### config.mk
export PLATFORM = sky130hd
export DESIGN_NAME = dgt_queue
export DESIGN_NICKNAME = d
export VERILOG_FILES = /design/src/sv/dgt_pkg.sv /design/src/sv/dgt_queue.sv
export SDC_FILE = /design/constraint.sdc
export NUM_CORES = 1
export LEC_CHECK = 0
export BUFFER_PORTS_ARGS = -buffer_cell sky130_fd_sc_hd__buf_2
export CORE_MARGIN = 2
export CORE_UTILIZATION = 40
export DETAILED_ROUTE_END_ITERATION = 10
export GPL_ROUTABILITY_DRIVEN = 0
export HOLD_SLACK_MARGIN = 0.02
export PLACE_DENSITY = 0.63
export SLEW_MARGIN = 20
export SYNTH_ARGS = -nofsm -noshare
export SYNTH_HDL_FRONTEND = slang
export SYNTH_SLANG_ARGS = --single-unit
export TNS_END_PERCENT = 20
### constraint.sdc
create_clock -name i_clk -period 9.2 [get_ports i_clk]
set_input_delay 0.46 -clock i_clk [delete_from_list [all_inputs] [get_ports i_clk]]
set_output_delay 0.46 -clock i_clk [all_outputs]
set_load 0.01 [all_outputs]
### src/sv/dgt_pkg.sv
// dgt_pkg: shared types, sizes and codes of the depth grid triangulator
`timescale 1ns / 1ps

package dgt_pkg;

    localparam int MAX_WIDTH  = 1024;
    localparam int MAX_HEIGHT = 1024;
    localparam int COL_W      = $clog2(MAX_WIDTH);
    localparam int ROW_W      = $clog2(MAX_HEIGHT);
    localparam int DIM_W      = 11;
    localparam int NUM_W      = 20;
    localparam int COORD_W    = 32;
    localparam int COLOR_W    = 8;
    localparam int ENTRY_W    = NUM_W + 1;
    localparam int QDEPTH     = 4;
    localparam int QPTR_W     = $clog2(QDEPTH);
    localparam int QCNT_W     = $clog2(QDEPTH + 1);

    localparam logic KIND_VERTEX   = 1'b0;
    localparam logic KIND_TRIANGLE = 1'b1;

    typedef enum logic [0:0] {
        CFG_MAP_WIDTH  = 1'b0,
        CFG_MAP_HEIGHT = 1'b1
    } t_cfg_reg;

    typedef struct packed {
        logic signed [COORD_W-1:0] point_x;
        logic signed [COORD_W-1:0] point_y;
        logic signed [COORD_W-1:0] point_z;
        logic [COLOR_W-1:0]        tex_blue;
        logic [COLOR_W-1:0]        tex_green;
        logic [COLOR_W-1:0]        tex_red;
    } t_pixel;

    typedef struct packed {
        logic                      result_kind;
        logic [NUM_W-1:0]          index_a;
        logic [NUM_W-1:0]          index_b;
        logic [NUM_W-1:0]          index_c;
        logic signed [COORD_W-1:0] out_x;
        logic signed [COORD_W-1:0] out_y;
        logic signed [COORD_W-1:0] out_z;
        logic [COLOR_W-1:0]        color_red;
        logic [COLOR_W-1:0]        color_green;
        logic [COLOR_W-1:0]        color_blue;
        logic                      run_last;
    } t_result;

    // one classified valid pixel, as it waits between front and back
    typedef struct packed {
        logic                      quad;
        logic [NUM_W-1:0]          num;
        logic [NUM_W-1:0]          ul_num;
        logic [NUM_W-1:0]          up_num;
        logic [NUM_W-1:0]          left_num;
        logic signed [COORD_W-1:0] x;
        logic signed [COORD_W-1:0] y;
        logic signed [COORD_W-1:0] z;
        logic [COLOR_W-1:0]        red;
        logic [COLOR_W-1:0]        green;
        logic [COLOR_W-1:0]        blue;
    } t_job;

endpackage

### src/sv/dgt_queue.sv
// dgt_queue: short queue of classified pixels between front and back
`timescale 1ns / 1ps

module dgt_queue
    import dgt_pkg::*;
(
    input  logic i_clk,
    input  logic i_rst_n,
    input  logic i_push,
    input  t_job i_job,
    output logic o_full,
    input  logic i_pop,
    output logic o_empty,
    output t_job o_job
);

    t_job              r_slot [QDEPTH];
    logic [QPTR_W-1:0] r_wr_ptr;
    logic [QPTR_W-1:0] r_rd_ptr;
    logic [QCNT_W-1:0] r_count;

    assign o_full  = (r_count == QCNT_W'(QDEPTH));
    assign o_empty = (r_count == '0);
    assign o_job   = r_slot[r_rd_ptr];

    always_ff @(posedge i_clk) begin
        if (i_push) begin
            r_slot[r_wr_ptr] <= i_job;
        end
    end

    always_ff @(posedge i_clk) begin
        if (!i_rst_n) begin
            r_wr_ptr <= '0;
            r_rd_ptr <= '0;
            r_count  <= '0;
        end else begin
            if (i_push) begin
                r_wr_ptr <= r_wr_ptr + QPTR_W'(1);
            end
            if (i_pop) begin
                r_rd_ptr <= r_rd_ptr + QPTR_W'(1);
            end
            unique case ({i_push, i_pop})
                2'b10:   r_count <= r_count + QCNT_W'(1);
                2'b01:   r_count <= r_count - QCNT_W'(1);
                default: r_count <= r_count;
            endcase
        end
    end

    a_no_overflow: assert property (@(posedge i_clk) disable iff (!i_rst_n)
        i_push |-> !o_full)
        else $error("request written into a full queue");

    a_no_underflow: assert property (@(posedge i_clk) disable iff (!i_rst_n)
        i_pop |-> !o_empty)
        else $error("request taken from an empty queue");

endmodule

* Word-level counts from Yosys, hierarchy flattened
Memories as Yosys holds them, arrays and structs flattened. A register that Yosys moved wholly into a read port is not among the register bits.
Cells that the tools add are included.
** Word-level totals
- Bits in registers :: 7
- RAM bits :: 804
- Memories :: 1
** Memories
- r_slot :: depth 4, width 201, rd ports 1, clocked after memory_dff 1, write ports 1, RTL line dgt_queue.sv:17 : t_job r_slot [QDEPTH];
** Operators by class
- Add/subtract/negate cells :: 4
- Eq/ne operators :: 3
- Multiplexer cells :: 5
- Reduce and logical (&&, ||, !) cells :: 2
** Operators with widths (number)
- one-hot mux 3 bit (2 select lines) :: 1
- adder 2 x 1 -> 2 bit (second input constant) :: 2
- 2-to-1 mux 2 bit :: 2
- adder 3 x 1 -> 3 bit (second input constant) :: 1
- == test 3 bit (second input constant) :: 1
- logical NOT 3 bit :: 1
- subtractor 3 x 1 -> 3 bit (second input constant) :: 1
- == test 2 x 1 -> 1 bit (second input constant) :: 1
- == test 2 bit (second input constant) :: 1
- 2-to-1 mux 1 bit :: 2
- nonzero test 2 bit :: 1

* Longest topological paths before layout
Gate-level depths: netlist (run 1).
- Depth in word-level cells :: 3
- Depth in mapped cells :: 7
- Depth with buffers taken out :: 7

* Worst setup path before layout (run 1)
No wires, ideal clock.
- Path type :: register -> register
- Start :: reg r_wr_ptr[0]
- End :: mem r_slot[0][0] (netlist bit) (enable)
- Library setup time :: 0.585 ns
- Arrival :: 5.112 ns
- Setup slack :: 3.502 ns
- Stages on the path, launching flop included :: 4
- Path buffers :: 0
- Clock period less this slack :: 5.698 ns
- Cells stage by stage :: dfxtp_1 > inv_1 > ha_1 > and2_1
** RTL lines
- start: declaration :: RTL line dgt_queue.sv:18 : logic [QPTR_W-1:0] r_wr_ptr;
- start signal: assignment :: RTL line dgt_queue.sv:39 : r_wr_ptr <= r_wr_ptr + QPTR_W'(1);
- end: declaration :: RTL line dgt_queue.sv:17
Straight into the memory's write port.

==> flow_metrics.env, run 1 <==
export IMPL_run_status="finished clean"
export IMPL_cpLargestDelayFamily="flip-flops"
export IMPL_rsz0062_at_grt="false"
export IMPL_final_layout_size_suffix_gt1_share_pct=42.5
export IMPL_design_core_area_um2=73200
export IMPL_timing_critical_path_buf_inv=2
export IMPL_ff2ff_path_depth=5
export IMPL_fin_nets=1909
export IMPL_multiInputGateArea_um2=4780
export IMPL_timing_final_crit_period_ns=3.58
export IMPL_clkSlewWorstSetupHoldPaths_ns=0.06
export IMPL_finalMaxSlewViolations=0
export IMPL_htreeDepth=3
export IMPL_synthCells=1096
export IMPL_grt_util_all_layers_pct=15.7
export IMPL_route_vias_total=13600
export IMPL_tritoncts="done"
export IMPL_first_global_vias=15000
export IMPL_largest_net_degree_at_the_start_of_global_routing=142
export IMPL_antenna_violating_nets_post_route=0
export IMPL_post_synth_fa_ha_maj_area_fraction_pct=0.278
export IMPL_post_cts_setup_buffers=0
export IMPL_setup_worst_path_class="register to output port"
export IMPL_crit_end="o_job[165]"
export IMPL_class_of_the_tightest_hold_or_removal_check="input pin to register"
export IMPL_grt_antenna_before_repair=11
export IMPL_power_internal_uw=6580
export IMPL_crit_reg2reg_capture="r_slot[0][109]"
export IMPL_skew_ns=0.0154
export IMPL_max_cap_violations=0
export IMPL_yosysUniqueCellTypes=22
export IMPL_power_total_uw=8410
export IMPL_post_synth_main_area_contributors="sky130_fd_sc_hd__edfxtp_1, sky130_fd_sc_hd__mux4_2, sky130_fd_sc_hd__buf_12"
export IMPL_nFillCells=5805
export IMPL_io_pins=408
export IMPL_grt_pass1_wl_um=90800
export IMPL_ys_ff_latch=813
export IMPL_route_detailed_drc=0
export IMPL_yosys_area_share_xor_xnor_pct=0.148
export IMPL_yosys_top_cell_area_share_pct=81.4
export IMPL_floorplan_initialDensity_pct=40.5
export IMPL_share_of_the_clock_period_used_by_the_worst_path_after_layout_pct=38.9
export IMPL_post_synth_and_or_nand_nor_area_fraction_pct=0.316
export IMPL_grt_overflow_total=0
export IMPL_syn_num_nets=1307
export IMPL_cp_end_kind="output port"
export IMPL_cts_hold_buf=137
export IMPL_synth_avg_cell_area_um2=27.1
export IMPL_core_rowCount=99
export IMPL_cts_resized=0
export IMPL_regToRegStartpoint="r_wr_ptr[0]"
export IMPL_die_width_um=276
export IMPL_whs_ns=0.0671
export IMPL_clock_tree_buffer_depth=3
export IMPL_hold_viol=0
export IMPL_static_leakage_power_uw=0.0123
export IMPL_path_cells="buf_12 -> mux4_2 -> buf_2"
export IMPL_detailed_place_hpwl_um=34500
export IMPL_synth_mux_area_share_pct=15.3
export IMPL_critical_path_startpoint_type="register"
export IMPL_worst_path_stages=3
export IMPL_worst_slack_placed_ns=5.73
export IMPL_cts_sinks=813
export IMPL_clk_root_buffer_cell="sky130_fd_sc_hd__clkbuf_16"
export IMPL_synth_compound_area_share_pct=0.0590
export IMPL_timing_critical_path_required_ns=8.74
export IMPL_cts_buffers_inserted=85
export IMPL_postPlaceCellArea_um2=32500
export IMPL_synth_top_family_by_area="multiplexers"
export IMPL_cp_max_fo=141
export IMPL_timing_critical_path_slowest_cell_delay_ns=1.00
export IMPL_drt_initial_violations=1066
export IMPL_die_area_um2=76400
export IMPL_average_detailed_routed_wire_length_per_instance_um=21.9
export IMPL_tightest_slew_ns=1.07
export IMPL_setup_reg_to_reg_worst_slack_ns=6.06
export IMPL_critical_path_slowest_cell="sky130_fd_sc_hd__dfxtp_4"
export IMPL_post_drt_via_cell_ratio=5.00
export IMPL_place_port_buffers=407
export IMPL_yosysWarningCount=0
export IMPL_drt_total_wl_um=59700
export IMPL_synth_largest_area_cell="sky130_fd_sc_hd__edfxtp_1"
export IMPL_area_growth_syn_to_layout_pct=23.4
export IMPL_timing_slew_headroom_pct=28.3
export IMPL_clock_insertion_delay_worst_skew_ns=0.62
export IMPL_sequential_cell_area_um2=24300
export IMPL_ys_seq_area_share_pct=82.0
export IMPL_pwr_share_comb_pct=9.5
export IMPL_finalSetupViolCount=0
export IMPL_power_share_clock_pct=39.2
export IMPL_first_pass_iters=5
export IMPL_fin_ws_ns=5.62
export IMPL_power_switching_fraction_pct=21.8
export IMPL_share_seq_of_total_power_pct=51.3
export IMPL_critical_path_arrival_ns=3.12
export IMPL_switching_power_uw=1840
export IMPL_pwr_density_cell_nw_per_um2=230
export IMPL_finalInstanceArea_um2=36600
export IMPL_die_h_um=276
export IMPL_fmax_mhz=279
export IMPL_vdd_ir_drop_max_v=0.000151
export IMPL_total_negative_setup_slacks_ns=0
export IMPL_post_synth_instance_area_um2=29700
-- power by group through the flow --
stage                     Combinational, uW  Sequential [uW]  Clock [uW]
after CTS                               828             4320        3400
after floorplan                         484             4390           0
after global placement                  769             4380           0
after detailed placement                776             4390           0
after global routing                    870             4330        3540
final                                   801             4310        3300
-- worst reg2reg max path, stage by stage, from the launching register on --
cell	delay (ns)
sky130_fd_sc_hd__dfxtp_1	0.35
sky130_fd_sc_hd__inv_1	0.10
sky130_fd_sc_hd__ha_1	0.14
sky130_fd_sc_hd__and2_4	0.64
sky130_fd_sc_hd__buf_4	0.85
sky130_fd_sc_hd__buf_4	0.67
-- state kept, by name, indices dropped and copies added (netlist names), named ones only --
name	count
r_slot	804
r_count	3
r_rd_ptr	2
r_wr_ptr	2
-- through the flow --
step	util, %	cells
2_1_floorplan	-	1096
3_3_place_gp	44.4	2433
4_1_cts	50.0	2723
5_1_grt	50.0	2725
6_report	50.0	2727
3_5_place_dp	44.4	2433
-- cell usage after synthesis --
library cell and count:
sky130_fd_sc_hd__buf_6 1, sky130_fd_sc_hd__nor2b_1 1, sky130_fd_sc_hd__nand2_1 2, sky130_fd_sc_hd__dfxtp_1 9
sky130_fd_sc_hd__o21ai_0 2, sky130_fd_sc_hd__ha_1 5, sky130_fd_sc_hd__fa_1 1, sky130_fd_sc_hd__edfxtp_1 804
sky130_fd_sc_hd__or3_1 1, sky130_fd_sc_hd__xor2_1 3, sky130_fd_sc_hd__and2_1 10, sky130_fd_sc_hd__mux2i_1 1
sky130_fd_sc_hd__buf_4 1, sky130_fd_sc_hd__buf_2 19, sky130_fd_sc_hd__and3_1 1, sky130_fd_sc_hd__a21boi_0 1
sky130_fd_sc_hd__buf_12 21, sky130_fd_sc_hd__clkbuf_1 3, sky130_fd_sc_hd__xnor2_1 2, sky130_fd_sc_hd__mux4_2 201
sky130_fd_sc_hd__inv_1 6, sky130_fd_sc_hd__nor3_1 1
-- layout make-up --
class / count / area share (%)
repair buffers: 560 / 9.72
well taps: 959 / 3.28
clock inverters: 53 / 1.38
flip-flops and latches: 813 / 66.4
clock buffers: 100 / 6.02
inverters: 6 / 0.0615
multi-input cells: 232 / 13.1
diodes: 4 / 0.0273
-- kinds of logic (layout without fill, tap and decap cells) --
family / Yosys count / in the layout
muxes: 202 / 202
xor gates and xnor gates: 5 / 5
adders and majority gates: 6 / 6
other: 0 / 4
DFF: 813 / 813
AOI/OAI and AO/OA: 3 / 3
buffers and inverters: 51 / 719
and+or+nand+nor: 16 / 16
-- worst min-delay path by stage --
stage	slack, ns	end	depth (start not counted)	startpoint
after floorplan	0.47	r_count[2]	2	r_count[2]
after global placement	0.49	r_count[2]	2	r_count[2]
after detailed placement	0.52	r_count[2]	2	r_count[2]
after CTS	0.02	r_slot[2][195]	1	i_job[195]
after global routing	0.03	r_slot[1][167]	1	i_job[167]
final	0.07	r_slot[2][188]	1	i_job[188]
-- per-layer routing --
layer / wire, um / global-route usage, %
met1: 23700 / 19.5
met2: 29600 / 25.7
met3: 5170 / 5.71
met4: 1120 / 4.88
met5: 79 / 0
-- layout by cell type (no fill, tap or decap), types with 2 or more instances in the layout --
cell                            synthesis  final
sky130_fd_sc_hd__inv_1                  6      6
sky130_fd_sc_hd__buf_6                  1      2
sky130_fd_sc_hd__xnor2_1                2      2
sky130_fd_sc_hd__buf_2                 19    407
sky130_fd_sc_hd__ha_1                   5      5
sky130_fd_sc_hd__diode_2                0      4
sky130_fd_sc_hd__nand2_1                2      2
sky130_fd_sc_hd__and2_1                10      6
sky130_fd_sc_hd__clkinv_1               0     20
sky130_fd_sc_hd__and2_4                 0      4
sky130_fd_sc_hd__dfxtp_1                9      7
sky130_fd_sc_hd__buf_12                21      2
sky130_fd_sc_hd__clkinv_8               0      3
sky130_fd_sc_hd__o21ai_0                2      2
sky130_fd_sc_hd__clkinvlp_4             0      5
sky130_fd_sc_hd__xor2_1                 3      3
sky130_fd_sc_hd__mux4_2               201    201
sky130_fd_sc_hd__clkinv_2               0     13
sky130_fd_sc_hd__inv_6                  0      2
sky130_fd_sc_hd__edfxtp_1             804    804
sky130_fd_sc_hd__clkbuf_16              0     86
sky130_fd_sc_hd__clkbuf_1               3     14
sky130_fd_sc_hd__bufinv_16              0      8
sky130_fd_sc_hd__buf_4                  1     12
sky130_fd_sc_hd__dfxtp_4                0      2
sky130_fd_sc_hd__dlygate4sd3_1          0    137
Note: power is estimated with default switching activity, not from simulation.
==> run 2, diff against run 1 <==
--- a/config.mk
+++ b/config.mk
@@ -11,7 +11,7 @@
 export DETAILED_ROUTE_END_ITERATION = 10
 export GPL_ROUTABILITY_DRIVEN = 0
 export HOLD_SLACK_MARGIN = 0.02
-export PLACE_DENSITY = 0.63
+export PLACE_DENSITY = 0.65
 export SLEW_MARGIN = 20
 export SYNTH_ARGS = -nofsm -noshare
 export SYNTH_HDL_FRONTEND = slang
==> constraint.sdc (replaced) <==
create_clock -name i_clk -period 3.1 [get_ports i_clk]
set_input_delay 0.155 -clock i_clk [delete_from_list [all_inputs] [get_ports i_clk]]
set_output_delay 0.155 -clock i_clk [all_outputs]
set_load 0.01 [all_outputs]
==> run 2 against run 1 <==
Net effect: power grew to 3.0 times the previous value; sequential share of layout area decreased by 2.0 points; die area unchanged; register-to-register slack got worse by 4.9 ns; highest routed layer unchanged; non-clock buffer count is 86 higher; critical path depth is the same; clock skew rose by 0.0032 ns; final area up 3.2%; utilization grew 1.6 points; hold slack improved by 0.21 ns; first-iteration DRC count is 21% lower; sequential cell count did not move.
==> flow_metrics.env, run 2 (synthesis gave the netlist of run 1 again) <==
export IMPL_cts_sinks=813
export IMPL_timing_critical_path_slowest_cell_delay_ns=0.69
export IMPL_cp_end_kind="output port"
export IMPL_run_status="finished clean"
export IMPL_mostFrequentLayoutCells="sky130_fd_sc_hd__edfxtp_1, sky130_fd_sc_hd__buf_2, sky130_fd_sc_hd__dlygate4sd3_1, sky130_fd_sc_hd__mux4_2, sky130_fd_sc_hd__clkbuf_16"
export IMPL_die_h_um=276
export IMPL_die_area_um2=76400
export IMPL_skew_ns=0.0186
export IMPL_timing_slew_headroom_pct=44.5
export IMPL_rsz0062_at_grt="false"
export IMPL_worst_slack_placed_ns=1.09
export IMPL_final_layout_size_suffix_gt1_share_pct=41.8
export IMPL_setup_reg_to_reg_worst_slack_ns=1.20
export IMPL_class_of_the_tightest_hold_or_removal_check="input pin to register"
export IMPL_average_detailed_routed_wire_length_per_instance_um=21.6
export IMPL_max_cap_violations=0
export IMPL_regToRegStartpoint="r_wr_ptr[0]"
export IMPL_io_pins=408
export IMPL_pwr_density_cell_nw_per_um2=671
export IMPL_hold_end="r_slot[2][81]"
export IMPL_finalMaxSlewViolations=0
export IMPL_timing_critical_path_required_ns=2.94
export IMPL_largest_register_ff_count=804
export IMPL_post_cts_setup_buffers=0
export IMPL_utilization_pct=51.6
export IMPL_drt_initial_violations=844
export IMPL_fin_nets=1995
export IMPL_grt_overflow_total=0
export IMPL_cts_resized=0
export IMPL_antenna_violating_nets_post_route=0
export IMPL_layout_commonest_cell="sky130_fd_sc_hd__edfxtp_1"
export IMPL_post_drt_via_cell_ratio=5.02
export IMPL_floorplan_initialDensity_pct=40.5
export IMPL_largest_net_degree_at_the_start_of_global_routing=91
export IMPL_hold_viol=0
export IMPL_crit_reg2reg_capture="r_slot[0][115]"
export IMPL_design_core_area_um2=73200
export IMPL_finalSetupViolCount=0
export IMPL_core_rowCount=99
export IMPL_critical_path_slowest_cell="sky130_fd_sc_hd__dfxtp_4"
export IMPL_path_cells="buf_12 -> mux4_2 -> buf_2"
export IMPL_route_detailed_drc=0
export IMPL_share_seq_of_total_power_pct=50.4
export IMPL_tightest_slew_ns=0.832
export IMPL_cts_buffers_inserted=85
export IMPL_largest_register="r_slot"
export IMPL_first_global_vias=15400
export IMPL_worstHoldPathCells=2
export IMPL_pwr_share_comb_pct=10.1
export IMPL_clock_insertion_delay_worst_skew_ns=0.63
export IMPL_power_internal_uw=19800
export IMPL_clock_tree_buffer_depth=3
export IMPL_total_negative_setup_slacks_ns=0
export IMPL_area_growth_syn_to_layout_pct=27.3
export IMPL_fmax_mhz=389
export IMPL_clkSlewWorstSetupHoldPaths_ns=0.06
export IMPL_ff2ff_path_depth=4
export IMPL_whs_ns=0.279
export IMPL_place_port_buffers=407
export IMPL_static_leakage_power_uw=0.0128
export IMPL_vdd_ir_drop_max_v=0.000470
export IMPL_die_width_um=276
export IMPL_timing_final_crit_period_ns=2.57
export IMPL_share_of_the_clock_period_used_by_the_worst_path_after_layout_pct=82.9
export IMPL_clk_root_buffer_cell="sky130_fd_sc_hd__clkbuf_16"
export IMPL_cts_hold_buf=205
export IMPL_tritoncts="done"
export IMPL_grt_antenna_before_repair=7
export IMPL_drt_total_wl_um=60800
export IMPL_route_vias_total=14100
export IMPL_grt_util_all_layers_pct=15.9
export IMPL_switching_power_uw=5590
export IMPL_first_pass_iters=5
export IMPL_grt_pass1_wl_um=92700
export IMPL_power_switching_fraction_pct=22.0
export IMPL_critical_path_startpoint_type="register"
export IMPL_hold_start="i_job[81]"
export IMPL_fin_ws_ns=0.531
export IMPL_htreeDepth=3
export IMPL_setup_worst_path_class="register to output port"
export IMPL_reg_largest_list="r_slot: 804 flops, r_count: 3 flops"
export IMPL_critical_path_arrival_ns=2.41
export IMPL_power_share_clock_pct=39.5
export IMPL_cp_max_fo=31
export IMPL_detailed_place_hpwl_um=36200
==> run 2: cell type report <==
class	count	area, um2
fillers	5649	35400
flip-flops and latches	813	24300
multi-input cells	232	4780
repair buffers	646	4640
clock buffers	100	2200
well taps	959	1200
clock inverters	55	586
inverters	6	22.5
diodes	1	2.50
==> run 2: metrics by stage <==
stage,instances,power [uW],instance area (um2)
after floorplan,1096,14400,29700
after global placement,2451,15300,32900
after detailed placement,2451,15400,32900
after CTS,2811,25700,37800
after global routing,2812,26300,37800
final,2812,25400,37800
==> run 2: critical path, delay by kind of cell, from the launching register on <==
kind,cells,cell delay [ns]
DFF,1,0.69
muxes,1,0.59
buffers and inverters,2,0.50
==> run 2: how the worst max path moves through the flow <==
stage / slack [ns] / cells after the start / endpoint / start
CTS: 0.40 / 3 / o_job[121] / register
detailed placement: 1.09 / 3 / o_job[121] / register
global placement: 1.09 / 3 / o_job[10] / register
finish: 0.53 / 3 / o_job[10] / register
floorplan: -0.32 / 2 / r_slot[1][0] / r_wr_ptr[0]
global route: 0.37 / 3 / o_job[10] / register
==> run 2: metal layers <==
metal | global-route usage [%] | share of wire, %
met1 | 20.2 | 40
met2 | 26.4 | 50
met3 | 5.01 | 7.8
met4 | 4.88 | 2.4
met5 | 0 | 0.14
==> run 2: power by group through the flow <==
stage | registers, uW | clock network (uW) | logic (uW)
finish | 12800 | 10000 | 2550
global route | 12800 | 10700 | 2750
global placement | 13000 | 0 | 2350
CTS | 12800 | 10300 | 2610
floorplan | 13000 | 0 | 1440
detailed placement | 13000 | 0 | 2380
