[src/sv/dgt_pkg.sv]
// dgt_pkg: shared types, sizes and codes of the depth grid triangulator
`timescale 1ns / 1ps

package dgt_pkg;

    localparam int MAX_WIDTH  = 1024;
    localparam int MAX_HEIGHT = 1024;
    localparam int COL_W      = $clog2(MAX_WIDTH);
    localparam int ROW_W      = $clog2(MAX_HEIGHT);
    localparam int DIM_W      = 11;
    localparam int NUM_W      = 20;
    localparam int COORD_W    = 32;
    localparam int COLOR_W    = 8;
    localparam int ENTRY_W    = NUM_W + 1;
    localparam int QDEPTH     = 4;
    localparam int QPTR_W     = $clog2(QDEPTH);
    localparam int QCNT_W     = $clog2(QDEPTH + 1);

    localparam logic KIND_VERTEX   = 1'b0;
    localparam logic KIND_TRIANGLE = 1'b1;

    typedef enum logic [0:0] {
        CFG_MAP_WIDTH  = 1'b0,
        CFG_MAP_HEIGHT = 1'b1
    } t_cfg_reg;

    typedef struct packed {
        logic signed [COORD_W-1:0] point_x;
        logic signed [COORD_W-1:0] point_y;
        logic signed [COORD_W-1:0] point_z;
        logic [COLOR_W-1:0]        tex_blue;
        logic [COLOR_W-1:0]        tex_green;
        logic [COLOR_W-1:0]        tex_red;
    } t_pixel;

    typedef struct packed {
        logic                      result_kind;
        logic [NUM_W-1:0]          index_a;
        logic [NUM_W-1:0]          index_b;
        logic [NUM_W-1:0]          index_c;
        logic signed [COORD_W-1:0] out_x;
        logic signed [COORD_W-1:0] out_y;
        logic signed [COORD_W-1:0] out_z;
        logic [COLOR_W-1:0]        color_red;
        logic [COLOR_W-1:0]        color_green;
        logic [COLOR_W-1:0]        color_blue;
        logic                      run_last;
    } t_result;

    // one classified valid pixel, as it waits between front and back
    typedef struct packed {
        logic                      quad;
        logic [NUM_W-1:0]          num;
        logic [NUM_W-1:0]          ul_num;
        logic [NUM_W-1:0]          up_num;
        logic [NUM_W-1:0]          left_num;
        logic signed [COORD_W-1:0] x;
        logic signed [COORD_W-1:0] y;
        logic signed [COORD_W-1:0] z;
        logic [COLOR_W-1:0]        red;
        logic [COLOR_W-1:0]        green;
        logic [COLOR_W-1:0]        blue;
    } t_job;

endpackage

[src/sv/dgt_back.sv]
// dgt_back: expands each queued pixel into its vertex and triangle records
`timescale 1ns / 1ps

module dgt_back
    import dgt_pkg::*;
(
    input  logic    i_clk,
    input  logic    i_rst_n,
    input  logic    i_q_empty,
    input  t_job    i_job,
    output logic    o_q_pop,
    output logic    o_empty,
    input  logic    i_pop,
    output t_result o_result
);

    typedef enum logic [2:0] {
        PH_VERTEX = 3'b001,
        PH_TRI_A  = 3'b010,
        PH_TRI_B  = 3'b100
    } t_phase;

    t_phase  r_phase;
    t_phase  n_phase;
    logic    r_out_vld;
    t_result r_out;
    t_result n_out;
    logic    load;
    logic    job_done;

    assign load = !i_q_empty && (!r_out_vld || i_pop);

    always_comb begin
        n_out          = '0;
        n_phase        = r_phase;
        job_done       = 1'b0;
        unique case (r_phase)
            PH_VERTEX: begin
                n_out.result_kind = KIND_VERTEX;
                n_out.index_a     = i_job.num;
                n_out.out_x       = i_job.x;
                n_out.out_y       = i_job.y;
                n_out.out_z       = i_job.z;
                n_out.color_red   = i_job.red;
                n_out.color_green = i_job.green;
                n_out.color_blue  = i_job.blue;
                n_out.run_last    = !i_job.quad;
                job_done          = !i_job.quad;
                n_phase           = i_job.quad ? PH_TRI_A : PH_VERTEX;
            end
            PH_TRI_A: begin
                // upper-left, current, upper
                n_out.result_kind = KIND_TRIANGLE;
                n_out.index_a     = i_job.ul_num;
                n_out.index_b     = i_job.num;
                n_out.index_c     = i_job.up_num;
                n_phase           = PH_TRI_B;
            end
            PH_TRI_B: begin
                // upper-left, left, current
                n_out.result_kind = KIND_TRIANGLE;
                n_out.index_a     = i_job.ul_num;
                n_out.index_b     = i_job.left_num;
                n_out.index_c     = i_job.num;
                n_out.run_last    = 1'b1;
                job_done          = 1'b1;
                n_phase           = PH_VERTEX;
            end
            default: begin
                n_phase = PH_VERTEX;
            end
        endcase
    end

    assign o_q_pop  = load && job_done;
    assign o_empty  = !r_out_vld;
    assign o_result = r_out;

    always_ff @(posedge i_clk) begin
        if (load) begin
            r_out <= n_out;
        end
    end

    always_ff @(posedge i_clk) begin
        if (!i_rst_n) begin
            r_phase   <= PH_VERTEX;
            r_out_vld <= 1'b0;
        end else begin
            if (load) begin
                r_phase   <= n_phase;
                r_out_vld <= 1'b1;
            end else if (i_pop) begin
                r_out_vld <= 1'b0;
            end
        end
    end

    a_tri_follows: assert property (@(posedge i_clk) disable iff (!i_rst_n)
        (i_pop && r_out_vld && !r_out.run_last)
            |=> (r_out_vld && r_out.result_kind == KIND_TRIANGLE))
        else $error("pixel run broken before its last record");

    a_mid_run_held: assert property (@(posedge i_clk) disable iff (!i_rst_n)
        (r_phase != PH_VERTEX) |-> !i_q_empty)
        else $error("queue head left while its records were still going out");

endmodule

[config.mk]
export PLATFORM = sky130hd
export DESIGN_NAME = dgt_back
export DESIGN_NICKNAME = d
export VERILOG_FILES = /design/src/sv/dgt_pkg.sv /design/src/sv/dgt_back.sv
export SDC_FILE = /design/constraint.sdc
export NUM_CORES = 1
export LEC_CHECK = 0
export BUFFER_PORTS_ARGS = -buffer_cell sky130_fd_sc_hd__buf_2
export CORE_AREA = 2 2 153 155
export DETAILED_ROUTE_END_ITERATION = 16
export DIE_AREA = 0 0 155 157
export GPL_TIMING_DRIVEN = 0
export PLACE_DENSITY = 0.67
export SLEW_MARGIN = 20
export SYNTH_ARGS = -nofsm -noshare
export SYNTH_HDL_FRONTEND = slang
export SYNTH_SLANG_ARGS = --single-unit
[constraint.sdc]
create_clock -name i_clk -period 36.5 [get_ports i_clk]
set_clock_uncertainty 0.05 [all_clocks]
set_input_delay 10.95 -clock i_clk [delete_from_list [all_inputs] [get_ports i_clk]]
set_output_delay 10.95 -clock i_clk [all_outputs]
set_load 0.005 [all_outputs]
== Word-level counts from Yosys, hierarchy flattened ==
Index checks and enable logic that the tools add are counted.
Word-level totals
  register bits after elaboration: 186
  logic and storage cells: 31
  input port bits: 205
Operators by class
  multiplexer cells: 7
  eq/ne operators: 3
  reduce and logical (&&, ||, !) cells: 8
Operators with widths (number)
  40-bit one-hot mux with 2 select lines: 1
  21-bit one-hot mux with 2 select lines: 1
  3-bit one-hot mux with 2 select lines: 1
  3-bit by 1-bit == test with 1-bit output (second input constant): 1
  3-bit by 2-bit == test with 1-bit output (second input constant): 1
  3-bit == test (second input constant): 1
  1-bit zero test: 3
  1-bit logical AND: 2
  1-bit two-way mux: 2
  2-bit two-way mux: 1
  1-bit one-hot mux with 2 select lines: 1
  2-bit nonzero test: 1
  2-bit OR reduction: 1
  1-bit logical OR: 1

== Logic depth before layout (Yosys ltp) ==
Gate-level depths: netlist (run 1).
  depth in word-level cells: 4
  depth in mapped cells: 4
  gate-level depth less buffers: 3

== Worst setup path after synthesis (run 1) ==
Ideal clock, no wire load.
  kind: input to output
  start: in i_pop
  end: out o_q_pop
  data arrival time: 19.345 ns
  cell stages on the path: 3
  setup slack: 6.155 ns
  cells stage by stage: nor2b_1 > nor2_1 > and2_1
On the way
  word-level cells in the longest chain between the ends: 3
Ends and longest elaborated chain
  start: declaration: line dgt_back.sv:13  | input logic i_pop,
  1-bit logical OR: line dgt_back.sv:31  | assign load = !i_q_empty && (!r_out_vld || i_pop);
  1-bit logical AND: line dgt_back.sv:31
  via load: line dgt_back.sv:28  | logic load;
  1-bit logical AND: line dgt_back.sv:75  | assign o_q_pop = load && job_done;
  end: declaration: line dgt_back.sv:11  | output logic o_q_pop,
The timed path passes the listed nets, and every way through them passes these cells.

== Worst setup path in the final report (run 1) ==
Same ends and word-level chain as after synthesis.

==> results of run 1 <==
## layer usage
metal | up-vias | GRT usage [%]
met5 | - | 0
met4 | 0 | 5.556
met3 | 28 | 5.204
met2 | 288 | 27.79
met1 | 2364 | 17.52
li1 | 2385 | -
## metrics by stage
step	area [sq um]	instances	power (mW)	util [%]	worst slack, ns
finish	10170	1125	0.4996	45.20	13.59
global route	10170	1125	0.5208	45.20	13.53
CTS	10170	1125	0.5059	45.20	13.59
detailed placement	9587	1094	0.3214	42.60	13.60
global placement	9409	1087	0.3216	41.81	2.999
floorplan	7111	414	0.2883	-	6.155
## worst reg2reg max path, stage by stage, from the launching register on
cell	delay, ns
sky130_fd_sc_hd__dfxtp_1	0.33
sky130_fd_sc_hd__nor2b_1	0.16
sky130_fd_sc_hd__nor2_4	0.33
sky130_fd_sc_hd__buf_16	0.23
sky130_fd_sc_hd__buf_12	0.21
sky130_fd_sc_hd__buf_16	0.21
sky130_fd_sc_hd__buf_16	0.20
## cells in the mapped netlist
cell type	instances
sky130_fd_sc_hd__nor3b_2	1
sky130_fd_sc_hd__o31ai_1	1
sky130_fd_sc_hd__nor2_1	2
sky130_fd_sc_hd__a21o_1	1
sky130_fd_sc_hd__a21boi_0	1
sky130_fd_sc_hd__a21oi_1	3
sky130_fd_sc_hd__nor2b_1	1
sky130_fd_sc_hd__inv_1	4
sky130_fd_sc_hd__xnor2_1	1
sky130_fd_sc_hd__edfxtp_1	182
sky130_fd_sc_hd__o21ai_0	1
sky130_fd_sc_hd__o21a_1	1
sky130_fd_sc_hd__nand3_1	1
sky130_fd_sc_hd__nor3b_4	2
sky130_fd_sc_hd__and4_1	1
sky130_fd_sc_hd__and2_1	121
sky130_fd_sc_hd__nand2b_1	1
sky130_fd_sc_hd__clkbuf_1	2
sky130_fd_sc_hd__clkbuf_2	10
sky130_fd_sc_hd__dfxtp_1	4
sky130_fd_sc_hd__a22o_1	60
sky130_fd_sc_hd__buf_2	12
sky130_fd_sc_hd__buf_4	1
## sequential cells by signal, summed over array words and instances (netlist names)
register	cells
o_result	182
r_phase	3
r_out_vld	1
## power by group through the flow
stage                     Combinational [mW]  Sequential (mW)  Clock [mW]
after global routing                  0.0635            0.259       0.198
after CTS                             0.0586            0.258       0.189
after global placement                0.0546            0.267           0
final                                 0.0573            0.258       0.184
after detailed placement              0.0585            0.263           0
after floorplan                       0.0197            0.269           0
## final cells by class
cell class	count	area (sq um)	area share, %
clock buffers	17	425.4	4.182
flip-flops and latches	186	5545	54.51
well taps	285	356.6	3.506
clock inverters	14	160.2	1.574
plain buffers	25	125.1	1.230
inverters	4	15.01	0.1476
repair buffers	395	2112	20.76
multi-input cells	199	1433	14.08
## logic make-up (layout without fill, tap and decap cells)
| logic type | Yosys count | in the layout | synth area share [%] |
|---|---|---|---|
| flip-flops | 186 | 186 | 77.99 |
| XOR/XNOR | 1 | 1 | 0.1232 |
| buffers and inverters | 29 | 455 | 1.971 |
| AO/OA/AOI/OAI | 68 | 68 | 8.094 |
| AND/OR/NAND/NOR | 130 | 130 | 11.82 |
## final timing paths
kind                      startpoint                         end  depth (start not counted)
max                            i_pop                     o_q_pop                          6
min          r_phase[2]$_SDFFE_PN0P_     r_phase[2]$_SDFFE_PN0P_                          2
max reg2reg   r_out_vld$_SDFFE_PN0P_  o_result[21]$_SDFFCE_PP0P_                          6
min reg2reg  r_phase[2]$_SDFFE_PN0P_     r_phase[2]$_SDFFE_PN0P_                          2
==> flow_summary.json, run 1 <==
{
  "power.density_nw_per_um2": 49.11,
  "final_max_slew_viol_count": 0,
  "cap_violations": 0,
  "cts_max_path_buffers": 2,
  "critPathBufInv": 3,
  "track_usage_pct": 15.61,
  "cp_data_required_time_ns": 25.50,
  "floorplan.die.height_microns": 157,
  "hpwlAfterDp_microns": 15300,
  "via_count_of_the_first_global_routing_pass": 5134,
  "yosysWarningCount": 0,
  "report.final.setup_viol": 0,
  "grt_first_pass_wirelength_microns": 28530,
  "floorplan.die_area_sq_um": 24340,
  "cts_made_buffers": 17,
  "timing.setup.critical_path_class": "input pin to output pin",
  "drt.antenna.violating_nets": 0,
  "placementRows": 55,
  "synthTopCellsByArea": "sky130_fd_sc_hd__edfxtp_1 77%, sky130_fd_sc_hd__and2_1 11%, sky130_fd_sc_hd__a22o_1 7.4%",
  "synth_top_area_cell": "sky130_fd_sc_hd__edfxtp_1",
  "sequentialPowerShare_pct": 51.6,
  "crit_path_top_delay_cell": "sky130_fd_sc_hd__nor2_4",
  "top_layer_used": "met4",
  "met3_length_microns": 1838,
  "synthToLayoutAreaGrowth_pct": 43.06,
  "detail_route.wirelength.met1_microns": 7249,
  "grt_start_max_net_pins": 30,
  "worst_pin_slew_ns": 0.3979,
  "chipWidth_microns": 155,
  "crit_arrival_ns": 11.91,
  "cts.repair.resized": 0,
  "met2RoutedLength_microns": 9995,
  "syn_area_per_cell_sq_um": 17.18,
  "hold_class": "flop to flop",
  "final_common_cell": "sky130_fd_sc_hd__buf_2",
  "critical_path.most_common_cell": "sky130_fd_sc_hd__buf_2",
  "switching_power_mw": 0.1186,
  "slew_headroom_pct": 73.41,
  "yosys.cell_types.count": 23,
  "cpLargestDelayFamily": "simple AND/OR/NAND/NOR gates",
  "pin_count": 389,
  "nets": 1033,
  "combPwrFrac_pct": 11.5,
  "postCtsHoldBufs": 0,
  "synth-seq-cells": 186,
  "port_buffers": 388,
  "clock_latency_of_the_later_clocked_register_in_the_worst_skew_pair_ns": 0.42,
  "timing.critical_path.to_type": "output pin",
  "grt_antenna_before_repair": 1,
  "hold-worst-slack_ns": 0.5567,
  "synthesis.area_sq_um": 7111,
  "mappedNetlistNets": 619,
  "period_utilisation_layout_pct": 62.76,
  "cts_tree": "built",
  "number_of_antenna_repair_diodes": 0,
  "cell_internal_pwr_mw": 0.3810,
  "synth_seq_area_share_pct": 77.99,
  "drt_drc_violations_left": 0,
  "status": "finished clean",
  "synthesis.instances": 414,
  "firstDrtPassIters": 4,
  "globalplace.congestion": 0.7917,
  "total_leakage_power_nw": 4.426,
  "cts_sinks": 186,
  "setup.worst_path.start_class": "input pin",
  "crit_fanout": 24,
  "finalHoldViolCount": 0,
  "most-common-layout-cells": "400 x sky130_fd_sc_hd__buf_2, 182 x sky130_fd_sc_hd__edfxtp_1, 121 x sky130_fd_sc_hd__and2_1",
  "share_of_final_layout_standard_cells_stronger_than_drive_strength_1_pct": 53.81,
  "rrSetupSlack_ns": 34.47,
  "fmax_mhz": 43.66,
  "detail_route.wl_per_cell_microns": 17.34,
  "detail_route.iter0.violations": 249,
  "wl_microns": 19510,
  "postCtsSetupRepairBufs": 0,
  "num_vias": 5065,
  "peak_supply_drop_mv": 0.02498,
  "fillers": 2078,
  "synthDominantCellAreaShare_pct": 76.86,
  "rsz0062_at_grt": "false",
  "share_clk_of_total_power_pct": 36.9,
  "final_period_minus_worst_setup_slack_ns": 22.91,
  "area_of_the_core_sq_um": 22500,
  "timing.critical_path.cells": "buf_2, nor2b_1, nor2_4, buf_16, and2_1, buf_2",
  "vias_per_cell": 4.502,
  "initial_core_utilization_pct": 31.60,
  "cp_slowest_stage_delay_ns": 0.33,
  "swShare_pct": 23.74,
  "h-tree-depth": 4,
  "ctsRootBufferMaster": "sky130_fd_sc_hd__clkbuf_16",
  "clk_pin_slew_worst_paths_ns": 0.07,
  "fin_setup_tns_ns": 0,
  "grt_overflow": 0
}
No activity file was read; power rests on OpenSTA's default activity.
==> run 2: changes to the inputs <==
--- a/config.mk
+++ b/config.mk
@@ -5,12 +5,13 @@
 export SDC_FILE = /design/constraint.sdc
 export NUM_CORES = 1
 export LEC_CHECK = 0
+export ABC_AREA = 1
 export BUFFER_PORTS_ARGS = -buffer_cell sky130_fd_sc_hd__buf_2
-export CORE_AREA = 2 2 153 155
+export CORE_AREA = 2 2 152 154
 export DETAILED_ROUTE_END_ITERATION = 16
-export DIE_AREA = 0 0 155 157
+export DIE_AREA = 0 0 154 156
 export GPL_TIMING_DRIVEN = 0
-export PLACE_DENSITY = 0.67
+export PLACE_DENSITY = 0.69
 export SLEW_MARGIN = 20
 export SYNTH_ARGS = -nofsm -noshare
 export SYNTH_HDL_FRONTEND = slang
==> constraint.sdc (replaced) <==
create_clock -name i_clk -period 21.1 [get_ports i_clk]
set_clock_uncertainty 0.05 [all_clocks]
set_input_delay 6.33 -clock i_clk [delete_from_list [all_inputs] [get_ports i_clk]]
set_output_delay 6.33 -clock i_clk [all_outputs]
set_load 0.005 [all_outputs]
==> flow_summary.json, run 2 <==
{
  "status": "finished clean",
  "timing.critical_path.to_type": "output pin",
  "synthToLayoutAreaGrowth_pct": 39.55,
  "drt.antenna.violating_nets": 0,
  "cts_made_buffers": 17,
  "synthesis.instances": 627,
  "grt_start_max_net_pins": 97,
  "area_of_the_core_sq_um": 22370,
  "total_leakage_power_nw": 5.042,
  "h-tree-depth": 4,
  "placementRows": 55,
  "final_max_slew_viol_count": 0,
  "worst_pin_slew_ns": 0.8631,
  "setup.worst_path.start_class": "input pin",
  "hold_depth": 2,
  "final_common_cell": "sky130_fd_sc_hd__buf_2",
  "grt_antenna_before_repair": 2,
  "crit_fanout": 7,
  "period_utilisation_layout_pct": 64.09,
  "yosys.cell_types.count": 16,
  "clk_pin_slew_worst_paths_ns": 0.07,
  "cap_violations": 0,
  "via_count_of_the_first_global_routing_pass": 5755,
  "chipWidth_microns": 154,
  "synthesis.area_sq_um": 7367,
  "cts_tree": "built",
  "finalHoldViolCount": 0,
  "postCtsSetupRepairBufs": 0,
  "synth.most_common_cell": "sky130_fd_sc_hd__edfxtp_1",
  "detail_route.iter0.violations": 358,
  "fillers": 2127,
  "most-common-layout-cells": "394 x sky130_fd_sc_hd__buf_2, 182 x sky130_fd_sc_hd__edfxtp_1, 146 x sky130_fd_sc_hd__inv_1",
  "report.final.setup_viol": 0,
  "track_usage_pct": 18.14,
  "synthTopCellsByArea": "sky130_fd_sc_hd__edfxtp_1 74%, sky130_fd_sc_hd__inv_1 7.5%, sky130_fd_sc_hd__nor2_1 6.5%",
  "cp_slowest_stage_delay_ns": 0.25,
  "share_of_final_layout_standard_cells_stronger_than_drive_strength_1_pct": 42.27,
  "hold_class": "flop to flop",
  "ys_dominant_reg_cell": "sky130_fd_sc_hd__edfxtp_1",
  "timing.critical_path.cells": "buf_2, inv_1, nand2_1, nand2_1, a21oi_1, buf_2",
  "hpwlAfterDp_microns": 16470,
  "cts_sinks": 186,
  "postCtsHoldBufs": 0,
  "synth-seq-cells": 186,
  "syn_area_per_cell_sq_um": 11.75,
  "fin_setup_tns_ns": 0,
  "synth_top_area_cell": "sky130_fd_sc_hd__edfxtp_1",
  "whs_endpoint": "r_out_vld$_SDFFE_PN0P_",
  "cts.repair.resized": 0,
  "total_power_mw": 0.8757,
  "rr_worst_depth": 4,
  "asyncSetResetFlopFracSynth_pct": 0,
  "detail_route.wl_per_cell_microns": 16.64,
  "holdCritStartpoint": "r_out_vld$_SDFFE_PN0P_",
  "crit_arrival_ns": 7.14,
  "mappedNetlistNets": 832,
  "rsz0062_at_grt": "false",
  "vias_per_cell": 4.331,
  "grt_overflow": 0,
  "clock_latency_of_the_later_clocked_register_in_the_worst_skew_pair_ns": 0.42,
  "yosysWarningCount": 0,
  "critPathBufInv": 3,
  "timing.setup.critical_path_class": "input pin to output pin",
  "cp_data_required_time_ns": 14.72,
  "fmax_mhz": 73.94,
  "synthDominantCellAreaShare_pct": 74.18,
  "crit_path_top_delay_cell": "sky130_fd_sc_hd__a21oi_1",
  "slew_headroom_pct": 42.46,
  "drt_drc_violations_left": 0,
  "grt_first_pass_wirelength_microns": 32440,
  "num_vias": 5777,
  "rrSetupSlack_ns": 19.05,
  "firstDrtPassIters": 4,
  "floorplan.die_area_sq_um": 24020,
  "post_synth_edffs": 182,
  "wl_microns": 22200,
  "ctsRootBufferMaster": "sky130_fd_sc_hd__clkbuf_16",
  "synth_seq_area_share_pct": 75.27,
  "initial_core_utilization_pct": 32.94,
  "largest_reg_flops": 182,
  "peak_supply_drop_mv": 0.04618,
  "cts_max_path_buffers": 2,
  "port_buffers": 388,
  "power.density_nw_per_um2": 85.18,
  "commonest_cells_post_synth": "182 x sky130_fd_sc_hd__edfxtp_1, 147 x sky130_fd_sc_hd__inv_1, 127 x sky130_fd_sc_hd__nor2_1, 51 x sky130_fd_sc_hd__nand2_1, 40 x sky130_fd_sc_hd__o21ai_1",
  "globalplace.congestion": 0.8081,
  "final_period_minus_worst_setup_slack_ns": 13.52,
  "sequential_standard_cell_area_sq_um": 5545,
  "pin_count": 389,
  "worstReg2RegEnd": "o_result[71]$_SDFFCE_PP0P_",
  "cpLargestDelayFamily": "simple AND/OR/NAND/NOR gates",
  "worst_reg2reg_startpoint": "r_out_vld$_SDFFE_PN0P_",
  "nets": 1240,
  "floorplan.die.height_microns": 156,
  "multi_input_area_sq_um": 1111
}
## run 2: changes by cell type after synthesis, sizes merged, moves of 2 or more
cell	change
inv	+145
and2	-121
nand3	+21
clkbuf	-2
buf	+4
nor2	+125
a22o	-60
nand2	+51
nor3b	-3
o21ai	+59
nand4	+2
## run 2: layout make-up
type | instances | area share (%)
Sequential cell | 186 | 53.94
Timing Repair Buffer | 389 | 19.16
Clock buffer | 17 | 4.138
Antenna cell | 1 | 0.02434
Tap cell | 285 | 3.468
Multi-Input combinational cell | 265 | 10.81
Buffer | 27 | 1.473
Inverter | 149 | 5.513
Clock inverter | 15 | 1.485
## run 2: worst min-delay path: cells and delay by family, from the launching register on
kind / cells / cell delay (ns)
flops: 1 / 0.32
simple gates: 1 / 0.08
compound gates: 1 / 0.06
## run 2: stage by stage
stage	hold slack [ns]	cells	instance area [sq um]	util [%]	setup WS, ns
final	0.4472	1334	10280	45.97	7.576
after global routing	0.4871	1333	10280	45.96	7.465
after global placement	0.4270	1300	9666	43.22	7.670
after detailed placement	0.4302	1301	9701	43.37	7.530
after floorplan	0.4070	627	7367	-	8.035
after CTS	0.4403	1333	10280	45.96	7.526
## run 2: cells by family (layout without fill, tap and decap cells)
logic type / count (synthesis) / in the layout / share of synthesized area (%)
AOI/OAI and AO/OA: 63 / 63 / 4.280
DFF: 186 / 186 / 75.27
other: 0 / 1 / 0
and+or+nand+nor: 202 / 202 / 10.80
buffers and inverters: 176 / 597 / 9.647
## run 2: metal layers
metal / track usage [%] / share of wire (%) / vias up
met3: 6.167 / 9.0 / 18
li1: - / - / 2816
met1: 21.88 / 40 / 2653
met2: 31.37 / 50 / 288
met5: 0 / 0.077 / -
met4: 4.406 / 1.0 / 2
## run 2: how the worst max path moves through the flow
stage,start,slack (ns),cells past startpoint,end
floorplan,i_pop,8.03,4,o_q_pop
global placement,i_pop,7.67,6,o_q_pop
detailed placement,i_pop,7.53,6,o_q_pop
CTS,i_pop,7.53,6,o_q_pop
global route,i_pop,7.47,6,o_q_pop
finish,i_pop,7.58,6,o_q_pop
## run 2: power breakdown
part,switching [mW],internal [mW]
clock,0.156,0.158
sequential,0.00718,0.443
combinational,0.0657,0.0459
